--- src/rtl/trsp_pkg.sv ---
// Package for the typed record stream parser.
// Holds the parse phase codes, event codes, type bytes and the input stage record.
// No dependencies.
`timescale 1ns / 1ps

package trsp_pkg;

	// Parse phase codes.
	localparam logic [3:0] PH_HDR_LO   = 4'd0;
	localparam logic [3:0] PH_HDR_HI   = 4'd1;
	localparam logic [3:0] PH_REC      = 4'd2;
	localparam logic [3:0] PH_CNT_LO   = 4'd3;
	localparam logic [3:0] PH_CNT_HI   = 4'd4;
	localparam logic [3:0] PH_TYPE     = 4'd5;
	localparam logic [3:0] PH_I_LO     = 4'd6;
	localparam logic [3:0] PH_I_HI     = 4'd7;
	localparam logic [3:0] PH_S_LO     = 4'd8;
	localparam logic [3:0] PH_S_HI     = 4'd9;
	localparam logic [3:0] PH_B_VAL    = 4'd10;
	localparam logic [3:0] PH_BYTE_VAL = 4'd11;
	localparam logic [3:0] PH_DONE     = 4'd12;

	// Event codes on the output channel.
	localparam logic [3:0] EV_HDR_UNIT   = 4'd0;
	localparam logic [3:0] EV_HDR_END    = 4'd1;
	localparam logic [3:0] EV_REC_START  = 4'd2;
	localparam logic [3:0] EV_EMPTY      = 4'd3;
	localparam logic [3:0] EV_UINT16     = 4'd4;
	localparam logic [3:0] EV_STR_UNIT   = 4'd5;
	localparam logic [3:0] EV_STR_END    = 4'd6;
	localparam logic [3:0] EV_BOOL       = 4'd7;
	localparam logic [3:0] EV_BYTE       = 4'd8;
	localparam logic [3:0] EV_BAD_TYPE   = 4'd9;
	localparam logic [3:0] EV_STREAM_END = 4'd10;

	// Entry type bytes.
	localparam logic [7:0] TYPE_EMPTY  = 8'h45; // 'E'
	localparam logic [7:0] TYPE_UINT16 = 8'h49; // 'I'
	localparam logic [7:0] TYPE_STRING = 8'h53; // 'S'
	localparam logic [7:0] TYPE_BOOL   = 8'h42; // 'B'
	localparam logic [7:0] TYPE_BYTE   = 8'h62; // 'b'

	// High surrogate range of UTF-16.
	localparam logic [15:0] SUR_LO = 16'hD800;
	localparam logic [15:0] SUR_HI = 16'hDBFF;

	// Record marker after reset.
	localparam logic [7:0] MARKER_RESET = 8'd77;

	// Contents of the input stage.
	typedef struct packed {
		logic [7:0] data_byte;
		logic       first;
	} in_stage_t;

endpackage

--- src/rtl/trsp_ifs.sv ---
// Handshake interfaces of the typed record stream parser.
// Byte request channel and event channel; no dependencies.
`timescale 1ns / 1ps

interface trsp_byte_if;
	logic       valid;
	logic       ready;
	logic [7:0] data_byte;
	logic       first;

	modport source (output valid, output data_byte, output first, input ready);
	modport sink (input valid, input data_byte, input first, output ready);
endinterface

interface trsp_event_if;
	logic        valid;
	logic        ready;
	logic [3:0]  event_res;
	logic [15:0] value;
	logic [15:0] entries_left;
	logic        surrogate_flag;

	modport source (output valid, output event_res, output value, output entries_left,
		output surrogate_flag, input ready);
	modport sink (input valid, input event_res, input value, input entries_left,
		input surrogate_flag, output ready);
endinterface

--- src/rtl/trsp_in_reg.sv ---
// Input register stage of the typed record stream parser.
// Depends on trsp_pkg and trsp_byte_if.
`timescale 1ns / 1ps

module trsp_in_reg
	import trsp_pkg::*;
(
	input  logic            clk,
	input  logic            arst_n,
	trsp_byte_if.sink       req_in,
	input  logic            advance,
	output logic            valid_s1,
	output in_stage_t       stage_s1
);

	// The stage takes a new request when empty or when its item moves on.
	assign req_in.ready = !valid_s1 || advance;

	// Valid flag of the stage.
	always_ff @(posedge clk or negedge arst_n) begin
		if (!arst_n) begin
			valid_s1 <= 1'b0;
		end else if (req_in.valid && req_in.ready) begin
			valid_s1 <= 1'b1;
		end else if (advance) begin
			valid_s1 <= 1'b0;
		end
	end

	// Payload of the stage.
	always_ff @(posedge clk) begin
		if (req_in.valid && req_in.ready) begin
			stage_s1.data_byte <= req_in.data_byte;
			stage_s1.first     <= req_in.first;
		end
	end

endmodule

--- src/rtl/trsp_core.sv ---
// Parse state, one-byte step logic and event register of the parser.
// Depends on trsp_pkg and trsp_event_if.
`timescale 1ns / 1ps

module trsp_core
	import trsp_pkg::*;
(
	input  logic            clk,
	input  logic            arst_n,
	input  logic            cfg_we,
	input  logic [7:0]      cfg_wdata,
	input  logic            valid_s1,
	input  in_stage_t       stage_s1,
	trsp_event_if.source    evt_out,
	output logic            advance
);

	logic [7:0]  marker_q;
	logic [3:0]  phase_q;
	logic [7:0]  held_q;
	logic [15:0] entries_q;

	logic [3:0]  cur_phase;
	logic [7:0]  cur_held;
	logic [15:0] cur_entries;
	logic [15:0] unit;
	logic        unit_sur;
	logic [15:0] ent_dec;
	logic [3:0]  done_phase;

	logic [3:0]  nxt_phase;
	logic [7:0]  nxt_held;
	logic [15:0] nxt_entries;
	logic        emit;
	logic [3:0]  ev_code;
	logic [15:0] ev_value;
	logic        ev_sur;

	logic        valid_s2;
	logic [3:0]  event_s2;
	logic [15:0] value_s2;
	logic [15:0] entries_s2;
	logic        sur_s2;

	// Record marker register.
	always_ff @(posedge clk or negedge arst_n) begin
		if (!arst_n) begin
			marker_q <= MARKER_RESET;
		end else if (cfg_we) begin
			marker_q <= cfg_wdata;
		end
	end

	// A restart clears the state before the byte is taken.
	assign cur_phase   = stage_s1.first ? PH_HDR_LO : phase_q;
	assign cur_held    = stage_s1.first ? 8'd0 : held_q;
	assign cur_entries = stage_s1.first ? 16'd0 : entries_q;
	assign unit        = {stage_s1.data_byte, cur_held};
	assign unit_sur    = (unit >= SUR_LO) && (unit <= SUR_HI);
	assign ent_dec     = cur_entries - 16'd1;

	// Step logic for one byte.
	always_comb begin
		nxt_phase   = cur_phase;
		nxt_held    = cur_held;
		nxt_entries = cur_entries;
		emit        = 1'b0;
		ev_code     = EV_HDR_UNIT;
		ev_value    = 16'd0;
		ev_sur      = 1'b0;
		done_phase  = (cur_entries == 16'd0) ? PH_REC : PH_TYPE;
		case (cur_phase)
			PH_HDR_LO, PH_CNT_LO, PH_I_LO, PH_S_LO: begin
				nxt_held  = stage_s1.data_byte;
				nxt_phase = cur_phase + 4'd1;
			end
			PH_HDR_HI: begin
				emit = 1'b1;
				if (unit == 16'd0) begin
					nxt_phase = PH_REC;
					ev_code   = EV_HDR_END;
				end else begin
					nxt_phase = PH_HDR_LO;
					ev_code   = EV_HDR_UNIT;
					ev_value  = unit;
					ev_sur    = unit_sur;
				end
			end
			PH_REC: begin
				if (stage_s1.data_byte == marker_q) begin
					nxt_phase = PH_CNT_LO;
				end else begin
					nxt_phase = PH_DONE;
					emit      = 1'b1;
					ev_code   = EV_STREAM_END;
				end
			end
			PH_CNT_HI: begin
				nxt_entries = unit;
				nxt_phase   = (unit == 16'd0) ? PH_REC : PH_TYPE;
				emit        = 1'b1;
				ev_code     = EV_REC_START;
				ev_value    = unit;
			end
			PH_TYPE: begin
				nxt_entries = ent_dec;
				done_phase  = (ent_dec == 16'd0) ? PH_REC : PH_TYPE;
				case (stage_s1.data_byte)
					TYPE_EMPTY: begin
						nxt_phase = done_phase;
						emit      = 1'b1;
						ev_code   = EV_EMPTY;
					end
					TYPE_UINT16: nxt_phase = PH_I_LO;
					TYPE_STRING: nxt_phase = PH_S_LO;
					TYPE_BOOL:   nxt_phase = PH_B_VAL;
					TYPE_BYTE:   nxt_phase = PH_BYTE_VAL;
					default: begin
						nxt_phase = done_phase;
						emit      = 1'b1;
						ev_code   = EV_BAD_TYPE;
						ev_value  = {8'd0, stage_s1.data_byte};
					end
				endcase
			end
			PH_I_HI: begin
				nxt_phase = done_phase;
				emit      = 1'b1;
				ev_code   = EV_UINT16;
				ev_value  = unit;
			end
			PH_S_HI: begin
				emit = 1'b1;
				if (unit == 16'd0) begin
					nxt_phase = done_phase;
					ev_code   = EV_STR_END;
				end else begin
					nxt_phase = PH_S_LO;
					ev_code   = EV_STR_UNIT;
					ev_value  = unit;
					ev_sur    = unit_sur;
				end
			end
			PH_B_VAL: begin
				nxt_phase = done_phase;
				emit      = 1'b1;
				ev_code   = EV_BOOL;
				ev_value  = {15'd0, (stage_s1.data_byte != 8'd0)};
			end
			PH_BYTE_VAL: begin
				nxt_phase = done_phase;
				emit      = 1'b1;
				ev_code   = EV_BYTE;
				ev_value  = {8'd0, stage_s1.data_byte};
			end
			default: begin
				// Stream has ended, or an unused code: bytes are dropped.
				nxt_phase = PH_DONE;
			end
		endcase
	end

	// The byte moves on unless its event would overwrite a waiting one.
	assign advance = valid_s1 && (!emit || !valid_s2 || evt_out.ready);

	// Parse state registers.
	always_ff @(posedge clk or negedge arst_n) begin
		if (!arst_n) begin
			phase_q   <= PH_HDR_LO;
			held_q    <= 8'd0;
			entries_q <= 16'd0;
		end else if (advance) begin
			phase_q   <= nxt_phase;
			held_q    <= nxt_held;
			entries_q <= nxt_entries;
		end
	end

	// Event register valid flag.
	always_ff @(posedge clk or negedge arst_n) begin
		if (!arst_n) begin
			valid_s2 <= 1'b0;
		end else if (advance && emit) begin
			valid_s2 <= 1'b1;
		end else if (evt_out.ready) begin
			valid_s2 <= 1'b0;
		end
	end

	// Event register payload.
	always_ff @(posedge clk) begin
		if (advance && emit) begin
			event_s2   <= ev_code;
			value_s2   <= ev_value;
			entries_s2 <= nxt_entries;
			sur_s2     <= ev_sur;
		end
	end

	assign evt_out.valid          = valid_s2;
	assign evt_out.event_res      = event_s2;
	assign evt_out.value          = value_s2;
	assign evt_out.entries_left   = entries_s2;
	assign evt_out.surrogate_flag = sur_s2;

endmodule

--- src/rtl/typed_record_stream_parser.sv ---
// Top level of the typed record stream parser.
// Depends on trsp_pkg, trsp_ifs, trsp_in_reg and trsp_core.
`timescale 1ns / 1ps

// The parser takes one byte request per clock cycle and gives at most one event per
// byte. A byte goes into an input register, and a single step of the parse state
// machine between that register and the event register turns it into an event; the
// two registers let a new byte be taken while an earlier event still waits on the
// output. A stall on the event channel holds back input only when the byte in the
// input register would itself produce an event. The record marker is written through
// cfg_we and cfg_wdata; the user must write it only while the parser is idle, as the
// block itself does not enforce it. A byte with first set restarts parsing at the header.

module typed_record_stream_parser
	import trsp_pkg::*;
(
	input  logic            clk,
	input  logic            arst_n,
	trsp_byte_if.sink       req_in,
	trsp_event_if.source    evt_out,
	input  logic            cfg_we,
	input  logic [7:0]      cfg_wdata
);

	logic      advance;
	logic      valid_s1;
	in_stage_t stage_s1;

	// Input register stage.
	trsp_in_reg u_in_reg (
		.clk      (clk),
		.arst_n   (arst_n),
		.req_in   (req_in),
		.advance  (advance),
		.valid_s1 (valid_s1),
		.stage_s1 (stage_s1)
	);

	// Parse step and event register.
	trsp_core u_core (
		.clk       (clk),
		.arst_n    (arst_n),
		.cfg_we    (cfg_we),
		.cfg_wdata (cfg_wdata),
		.valid_s1  (valid_s1),
		.stage_s1  (stage_s1),
		.evt_out   (evt_out),
		.advance   (advance)
	);

	// Input is refused only while a byte is waiting in the input register.
	assert property (@(posedge clk) disable iff (!arst_n)
		!req_in.ready |-> valid_s1)
		else $error("input stalled with an empty input register");

	// The surrogate flag belongs to header and string units only.
	assert property (@(posedge clk) disable iff (!arst_n)
		(evt_out.valid && evt_out.surrogate_flag) |->
		(evt_out.event_res == EV_HDR_UNIT || evt_out.event_res == EV_STR_UNIT))
		else $error("surrogate flag on a non-unit event");

	// Header events come before any record, so no entries are outstanding.
	assert property (@(posedge clk) disable iff (!arst_n)
		(evt_out.valid &&
		(evt_out.event_res == EV_HDR_UNIT || evt_out.event_res == EV_HDR_END)) |->
		(evt_out.entries_left == 16'd0))
		else $error("entries outstanding during the header");

	// A byte leaving the input register frees it unless a new one arrives.
	assert property (@(posedge clk) disable iff (!arst_n)
		(advance && !req_in.valid) |=> !valid_s1)
		else $error("input register not emptied after its byte moved on");

endmodule
--- src/flat_wrapper.sv ---
// flat-port wrapper written by rule: the top's interface ports become plain ports
module typed_record_stream_parser_flat import trsp_pkg::*;
  (clk, arst_n, cfg_we, cfg_wdata, req_in_valid, req_in_data_byte, req_in_first, req_in_ready, evt_out_valid, evt_out_event_res, evt_out_value, evt_out_entries_left, evt_out_surrogate_flag, evt_out_ready);
  trsp_byte_if req_in_i ();
  trsp_event_if evt_out_i ();
  input  logic clk;
  input  logic arst_n;
  input  logic cfg_we;
  input  logic [7:0] cfg_wdata;
  input wire logic [$bits(req_in_i.valid)-1:0] req_in_valid;
  input wire logic [$bits(req_in_i.data_byte)-1:0] req_in_data_byte;
  input wire logic [$bits(req_in_i.first)-1:0] req_in_first;
  output wire logic [$bits(req_in_i.ready)-1:0] req_in_ready;
  output wire logic [$bits(evt_out_i.valid)-1:0] evt_out_valid;
  output wire logic [$bits(evt_out_i.event_res)-1:0] evt_out_event_res;
  output wire logic [$bits(evt_out_i.value)-1:0] evt_out_value;
  output wire logic [$bits(evt_out_i.entries_left)-1:0] evt_out_entries_left;
  output wire logic [$bits(evt_out_i.surrogate_flag)-1:0] evt_out_surrogate_flag;
  input wire logic [$bits(evt_out_i.ready)-1:0] evt_out_ready;
  assign req_in_i.valid = req_in_valid;
  assign req_in_i.data_byte = req_in_data_byte;
  assign req_in_i.first = req_in_first;
  assign req_in_ready = req_in_i.ready;
  assign evt_out_valid = evt_out_i.valid;
  assign evt_out_event_res = evt_out_i.event_res;
  assign evt_out_value = evt_out_i.value;
  assign evt_out_entries_left = evt_out_i.entries_left;
  assign evt_out_surrogate_flag = evt_out_i.surrogate_flag;
  assign evt_out_i.ready = evt_out_ready;
  typed_record_stream_parser u_core (.clk(clk), .arst_n(arst_n), .req_in(req_in_i), .evt_out(evt_out_i), .cfg_we(cfg_we), .cfg_wdata(cfg_wdata));
endmodule
--- config.mk ---
export PLATFORM = sky130hd
export DESIGN_NAME = typed_record_stream_parser_flat
export DESIGN_NICKNAME = d
export VERILOG_FILES = /design/src/rtl/trsp_pkg.sv /design/src/rtl/trsp_ifs.sv /design/src/rtl/trsp_in_reg.sv /design/src/rtl/trsp_core.sv /design/src/rtl/typed_record_stream_parser.sv /design/src/flat_wrapper.sv
export SDC_FILE = /design/constraint.sdc
export NUM_CORES = 1
export LEC_CHECK = 0
export BUFFER_PORTS_ARGS = -buffer_cell sky130_fd_sc_hd__buf_2
export CORE_ASPECT_RATIO = 0.9
export CORE_MARGIN = 5
export CORE_UTILIZATION = 35
export CTS_CLUSTER_SIZE = 28
export DETAILED_ROUTE_END_ITERATION = 12
export GPL_TIMING_DRIVEN = 0
export PLACE_DENSITY = 0.52
export SLEW_MARGIN = 20
export SYNTH_ARGS = -nofsm -noshare
export SYNTH_HDL_FRONTEND = slang
export SYNTH_SLANG_ARGS = --single-unit
--- constraint.sdc ---
create_clock -name clk -period 9.97 [get_ports clk]
set_input_delay 0.997 -clock clk [delete_from_list [all_inputs] [get_ports clk]]
set_output_delay 0.997 -clock clk [all_outputs]
set_load 0.02 [all_outputs]
==> summary.txt, run 1 <==
Logic synthesis
  • Largest cells by area after synthesis: edfxtp_1, dfrtp_1, mux2_2, a22o_1, nand2_1
  • Average size of a mapped cell: approximately 11 um2
  • Ys async rst share: between 40 and 50%
  • FF+latch count, synth: 84
  • Synth top area share: 30.5%
  • Synth area leader: edfxtp_1
  • Unique masters post-synth: 66
  • EDFF count, synth: between 40 and 50
  • Synthesized cell area: 4540 um2
  • Syn. warnings: 0
  • Post-synth net total: 458
  • Post-synthesis sequential area ratio: between 50% and 60%
  • Post-Syn Instances: approximately 430
  • Ys flop type: edfxtp_1

CTS
  • Root buf cell: clkbuf_16
  • Clock Sinks: 84
  • Skew-Pair Late Insertion Delay: between 300 and 400 ps
  • Hold buffers post-CTS: 0
  • Clock tree buffer depth: 2
  • CTS tree: yes
  • Total setup buffers inserted after CTS: 0
  • CTS buffer count: 9
  • Post-CTS resize count: 0
  • CTS clk-pin slew, worst paths: 70 ps
  • H-tree depth: 3

Floorplan
  • Die area: between 15000 and 20000 um2
  • Starting Density: roughly 36%
  • Die X: approximately 130 um
  • Core area: between 10000 and 15000 um2
  • I/O Pins: just over 60
  • Rows: 39
  • Die Ht: roughly 120 um

Finish
  • Diode count: 0
  • Final #Nets: approximately 530
  • Share of layout cells above drive strength 1: roughly 23%
  • Fin util: between 40% and 50%
  • Number of fill cells: approximately 1200
  • Area grow syn2layout: 18.3%
  • Non-filler instance count after layout: around 670

Setup path
  • CP max stage delay: around 630 ps
  • Worst EP required: between 10000 and 15000 ps
  • CP cell instances: clkinv_1, clkbuf_1, nand2_1, inv_1, ha_1, clkbuf_1, nor4bb_1, buf_2, nand4_1, a32oi_2, clkbuf_1, nor2_4, buf_16
  • Startpoint types: flip-flop
  • Maximum fanout along the worst path: 24
  • R2R Path Start: u_core.u_in_reg.stage_s1[0]
  • Critical path class: flip-flop to flip-flop
  • Crit path buffers/inverters: 7
  • Register-to-register path setup slack: between 5000 and 6000 ps
  • Crit-path slowest cell: clkbuf_1
  • R2R depth: 13
  • Reg2reg end: u_core.u_core.evt_out.entries_left[9]
  • Worst Setup End Kind: flip-flop
  • Worst path top cell family by delay: buffers and inverters
  • Critical Path AT: approximately 4900 ps
  • Crit-path most repeated cell: clkbuf_1

GRT
  • Largest net degree at the start of global routing: 39
  • GRT Overall Usage: approximately 18%
  • Initial antenna violation count: 0
  • Grt ovf: 0
  • Vias in the first global route: roughly 3700
  • First-pass GRT wire length: 21500 um

Detailed routing
  • 1st-iter DRT viols: 247
  • Detailed Route WL: approximately 14000 um
  • Detailed Routing Iterations Pass 1: 7
  • # DRC: 0
  • Routed Antenna Nets: 0
  • Wire per inst: 20.3 um
  • Vias post-DR: between 3000 and 4000
  • Vias per cell: between 5 and 6

Timing
  • Post-route setup TNS: 0 ps
  • Fin crit period: about 4800 ps
  • Worst Max-Slew Pin Slew: 989 ps
  • RSZ-0062 raised after global routing: false
  • Final hold violations: 0
  • Relative slew slack: 33.0%
  • Worst setup margin: roughly 5000 ps
  • Final period utilization: between 40% and 50%
  • Clk_skew: roughly 11 ps
  • Peak Freq: 207 MHz
  • Max Slew Vio Count: 0
  • Setup-failing EPs final: 0

Power and ir drop
  • Total chip power: 1.62 mW
  • Static Leakage: 2.17 nW
  • Power Density: 302 nW/um2
  • Worst vdd ir: 0.108 mV

Placed design
  • Inst Count DP: between 600 and 700
  • RePlAce Congestion: around 0.9
  • Placed wire-length estimate: 9580 um
  • Dpl ws: a little over 5000 ps
  • # port buffers: just under 60

Worst hold path
  • Min-Delay Path Class: flip-flop to flip-flop
  • Min-delay src: u_core.u_core.marker_q[1]
  • Hold path cells: 1
  • WHS Endpoint: u_core.u_core.marker_q[1]

Flow run
  • MaxCap Viol Count: 0

Outcome
  • Status: finished clean
==> area by class of cell <==
type,count,area (um2),share of cell area (%)
clock inverter,5,40.0,0.746
multi-input combinational,295,2000,37.2
clock buffer,11,253,4.71
inverter,15,56.3,1.05
tap,164,205,3.82
timing repair buffer,60,325,6.06
buffer,35,154,2.87
sequential,84,2340,43.6
==> synth_stat cells (all sizes together), types with 4 or more instances <==
cell type  number
a31oi           4
a22oi          11
nor4           11
o21ai          30
nor3            8
nand3          12
o22ai           8
nor4bb          4
a21oi          10
xnor2          11
ha              7
nand4           5
nor2           27
nand2          37
buf            10
mux2           17
a221o           6
and2            9
a21o            4
nor3b           4
inv            14
nor2b           6
a22o           17
clkbuf         25
dfrtp          34
nand2b          6
edfxtp         46
dfstp           4
==> cells in the final DEF (no fill, tap or decap), types with 7 or more instances in the layout <==
| master | instances |
|---|---|
| o22ai_1 | 8 |
| inv_1 | 13 |
| nand3_1 | 12 |
| mux2_2 | 17 |
| ha_1 | 7 |
| nand2_1 | 37 |
| nor4_1 | 10 |
| xnor2_1 | 11 |
| a22o_1 | 17 |
| a21oi_1 | 10 |
| clkbuf_1 | 25 |
| nor3_1 | 8 |
| o21ai_0 | 26 |
| edfxtp_1 | 46 |
| a22oi_1 | 11 |
| nor2_1 | 26 |
| buf_2 | 64 |
| dfrtp_1 | 34 |
| clkbuf_16 | 9 |
| and2_1 | 9 |
==> worst max path at each step <==
stage	from	endpoint	slack (ps)	cells past startpoint
6_report	u_core.u_in_reg.stage_s1[0]	u_core.u_core.evt_out.entries_left[9]	5140	13
5_1_grt	u_core.u_in_reg.stage_s1[0]	u_core.u_core.evt_out.entries_left[13]	4780	13
4_1_cts	u_core.u_in_reg.stage_s1[0]	u_core.u_core.evt_out.entries_left[9]	5090	13
3_5_place_dp	u_core.u_in_reg.stage_s1[0]	u_core.u_core.evt_out.entries_left[10]	5140	13
3_3_place_gp	u_core.u_in_reg.stage_s1[0]	u_core.u_core.evt_out.entries_left[10]	3650	12
2_1_floorplan	u_core.u_in_reg.stage_s1[0]	u_core.u_core.evt_out.entries_left[0]	5640	12
==> stage by stage <==
step           area (um2)  hold slack, ps
3_5_place_dp         5070             523
2_1_floorplan        4540             501
5_1_grt              5370             566
3_3_place_gp         5040             514
6_report             5370             535
4_1_cts              5360             538
==> state kept, by name (all words and copies together) (netlist names) <==
register,cells
u_core.u_core.marker_q,8
u_core.u_core.evt_out.surrogate_flag,1
u_core.u_core.phase_q,4
u_core.u_core.entries_q,16
u_core.u_core.evt_out.valid,1
u_core.u_core.evt_out.event_res,4
u_core.u_in_reg.valid_s1,1
u_core.u_core.held_q,8
u_core.u_core.evt_out.value,16
u_core.u_in_reg.stage_s1,9
u_core.u_core.evt_out.entries_left,16
==> layer usage <==
layer	track usage [%]	routed length, um	vias to the layer above
li1	-	-	1749
met1	26.2	6480	1861
met2	26.8	5970	108
met3	3.54	606	37
met4	7.53	503	0
met5	0	0	-
==> worst reg2reg max path, stage by stage (launching register included) <==
cell	delay, ps
edfxtp_1	460
clkinv_1	290
clkbuf_1	490
nand2_1	240
inv_1	130
ha_1	160
clkbuf_1	320
nor4bb_1	300
buf_2	290
nand4_1	150
a32oi_2	610
clkbuf_1	630
nor2_4	260
buf_16	250
==> power breakdown <==
part           internal, mW  switching, mW  total [mW]  leakage (nW)
sequential            0.496         0.0815       0.578         0.920
clock                 0.186          0.148       0.333         0.147
combinational         0.262          0.445       0.707          1.11
total                 0.944          0.674        1.62          2.17
==> cell families after synthesis <==
kind of cell    Yosys count  share of synthesized area (%)
mux                      18                           4.44
xor+xnor                 12                           2.32
fa+ha+maj                 7                           1.93
buf+inv                  50                           4.63
flops                    84                           51.5
compound gates          115                           18.5
simple gates            143                           16.7
No activity file was read; power rests on OpenSTA's default activity.
==> run 2: changes to the inputs <==
- PLACE_DENSITY: 0.52 -> 0.54
- clock period: 9.97 -> 4.3 ns (I/O delays scaled with it)
==> run 2 against run 1 <==
  * Setup slack got worse by 5000 ps
  * Utilization grew 0.66 points
  * Count of clock-buffer cells in the layout fell by 1
  * Non-clock buffer count rose by 6
  * Routed wire length increased by 1.2%
  * Flip-flop and latch count did not move
  * First-iteration DRC count increased by 18%
  * Critical path type unchanged
  * Largest power group unchanged
  * Highest routed layer unchanged
==> summary.txt, run 2 (synthesis gave the netlist of run 1 again) <==
Outcome
  • Status: finished clean

Floorplan
  • Rows: 39
  • Die Ht: between 100 and 150 um
  • I/O Pins: 61
  • Die X: around 130 um
  • Starting Density: 35.7%
  • Die area: approximately 15000 um2
  • Core area: around 13000 um2

Placed design
  • Placed wire-length estimate: 9650 um
  • # port buffers: 59
  • RePlAce Congestion: about 0.9
  • Post-DP Area: 5070 um2

Detailed routing
  • Wire per inst: 20.3 um
  • Routed Antenna Nets: 0
  • 1st-iter DRT viols: ~290
  • Vias post-DR: about 3700
  • Detailed Routing Iterations Pass 1: 4
  • Vias per cell: between 5 and 6
  • # DRC: 0
  • Detailed Route WL: 13700 um

CTS
  • Clock tree buffer depth: 2
  • Root buf cell: clkbuf_16
  • CTS clk-pin slew, worst paths: about 60 ps
  • Hold buffers post-CTS: 0
  • CTS buffer count: 9
  • Clock Sinks: between 80 and 90
  • H-tree depth: 3
  • Skew-Pair Late Insertion Delay: between 300 and 400 ps
  • CTS tree: yes

Setup path
  • R2R depth: 12
  • Critical path class: flip-flop to flip-flop
  • R2R Path Start: u_core.u_in_reg.stage_s1[0]
  • Maximum fanout along the worst path: 24
  • Critical Path AT: roughly 4200 ps
  • Worst EP required: approximately 4400 ps
  • Register-to-register path setup slack: approximately 190 ps
  • Startpoint types: flip-flop
  • Worst Setup End Kind: flip-flop
  • Reg2reg end: u_core.u_core.evt_out.entries_left[9]

GRT
  • Grt ovf: 0
  • Largest net degree at the start of global routing: 39
  • Initial antenna violation count: 0
  • Vias in the first global route: 3774
  • First-pass GRT wire length: approximately 22000 um
  • Grt met2 use: between 20 and 30%
  • Grt peak-use layer: met2
  • GRT Overall Usage: between 10% and 20%
  • Grt met1 use: 26.9%
  • Met3 usage: between 5 and 6%

Timing
  • Final period utilization: a little over nine tenths
  • Max Slew Vio Count: 0
  • Relative slew slack: 32.1%
  • Worst Max-Slew Pin Slew: around 1000 ps
  • Worst hold slack: approximately 240 ps
  • Setup-failing EPs final: 0
  • RSZ-0062 raised after global routing: false
  • Final hold violations: 0
  • Fin crit period: between 4000 and 5000 ps
  • Post-route setup TNS: 0 ps
  • Clk_skew: roughly 7.4 ps
  • Peak Freq: 243 MHz

Power and ir drop
  • Power Density: roughly 700 nW/um2
  • Total chip power: approximately 3.8 mW
  • Worst vdd ir: between 0.3 and 0.4 mV
  • Static Leakage: around 2.2 nW

Finish
  • Commonest non-fill, non-tap cell in the layout: buf_2
  • Most frequent cells in the layout: buf_2, edfxtp_1, nand2_1
  • Diode count: 0
  • Area grow syn2layout: 20.2%
  • Share of layout cells above drive strength 1: approximately a quarter
  • Final #Nets: approximately 540
  • Final Cell Area: 5450 um2
  • Fin util: ~43%
  • Number of fill cells: 1265

Flow run
  • MaxCap Viol Count: 0

Worst hold path
  • Min-Delay Path Class: input pin to async pin
[run 2: changes by cell type in the layout (fill, tap and decap cells not counted), sizes merged]
cell | previous run | this run
buf | 70 | 76
bufinv | 0 | 1
clkbuf | 36 | 35
clkinv | 2 | 4
clkinvlp | 0 | 1
inv | 18 | 15
[run 2: power by group]
part           switching [mW]  leakage [nW]  total (mW)  internal (mW)
Combinational            1.04          1.15        1.68          0.647
Clock                   0.339         0.140       0.790          0.451
Sequential              0.191         0.920        1.34           1.15
[run 2: critical path: stages (launching register included)]
cell and delay [ps]:
edfxtp_1 460, clkinv_1 440, clkbuf_2 390, nand2_1 180
ha_1 160, clkbuf_1 320, nor4bb_1 350, buf_2 300
nand4_1 180, a32oi_4 420, clkbuf_4 350, nor2_4 100
buf_16 180
[run 2: what timing repair did]
| item | 4_1_cts | 5_1_grt |
|---|---|---|
| pin swaps | 0 | 2 |
| gates resized for setup | 3 | 5 |
| setup buffers | 0 | 6 |
| endpoints found under the setup margin | 59 | 48 |
| cloned | 0 | 0 |
[run 2: worst max-delay path by stage]
stage | from | endpoint | slack (ps) | cells after the start
after floorplan | u_core.u_in_reg.stage_s1[0] | u_core.u_core.evt_out.entries_left[0] | 580 | 12
after global placement | u_core.u_in_reg.stage_s1[0] | u_core.u_core.evt_out.entries_left[9] | -1090 | 12
after detailed placement | u_core.u_in_reg.stage_s1[0] | u_core.u_core.evt_out.entries_left[9] | -580 | 13
after CTS | u_core.u_in_reg.stage_s1[0] | u_core.u_core.evt_out.entries_left[10] | 50 | 13
after global routing | u_core.u_in_reg.stage_s1[0] | u_core.u_core.evt_out.entries_left[9] | 40 | 13
final | u_core.u_in_reg.stage_s1[0] | u_core.u_core.evt_out.entries_left[9] | 190 | 12
[run 2: metrics by stage]
| stage | instances | setup slack [ps] |
|---|---|---|
| final | 675 | 188 |
| after CTS | 669 | 45.2 |
| after global routing | 675 | 41.1 |
| after global placement | 652 | -1090 |
| after floorplan | 429 | 584 |
| after detailed placement | 653 | -580 |
[run 2: final cells by class]
cell class              instances  area (um2)  share of cell area, %
repair buffers                 66         380                   6.98
flip-flops and latches         84        2340                   42.9
clock inverters                 6        63.8                   1.17
multi-input cells             295        2020                   37.1
well taps                     164         205                   3.76
plain buffers                  35         159                   2.92
clock buffers                  10         229                   4.20
inverters                      15        56.3                   1.03
[run 2: per-layer routing]
| layer | routed length [um] | share of wire (%) | vias up |
|---|---|---|---|
| met2 | 6260 | 46 | 106 |
| li1 | - | - | 1767 |
| met5 | 0 | 0 | - |
| met3 | 673 | 4.9 | 21 |
| met1 | 6530 | 48 | 1849 |
| met4 | 261 | 1.9 | 0 |
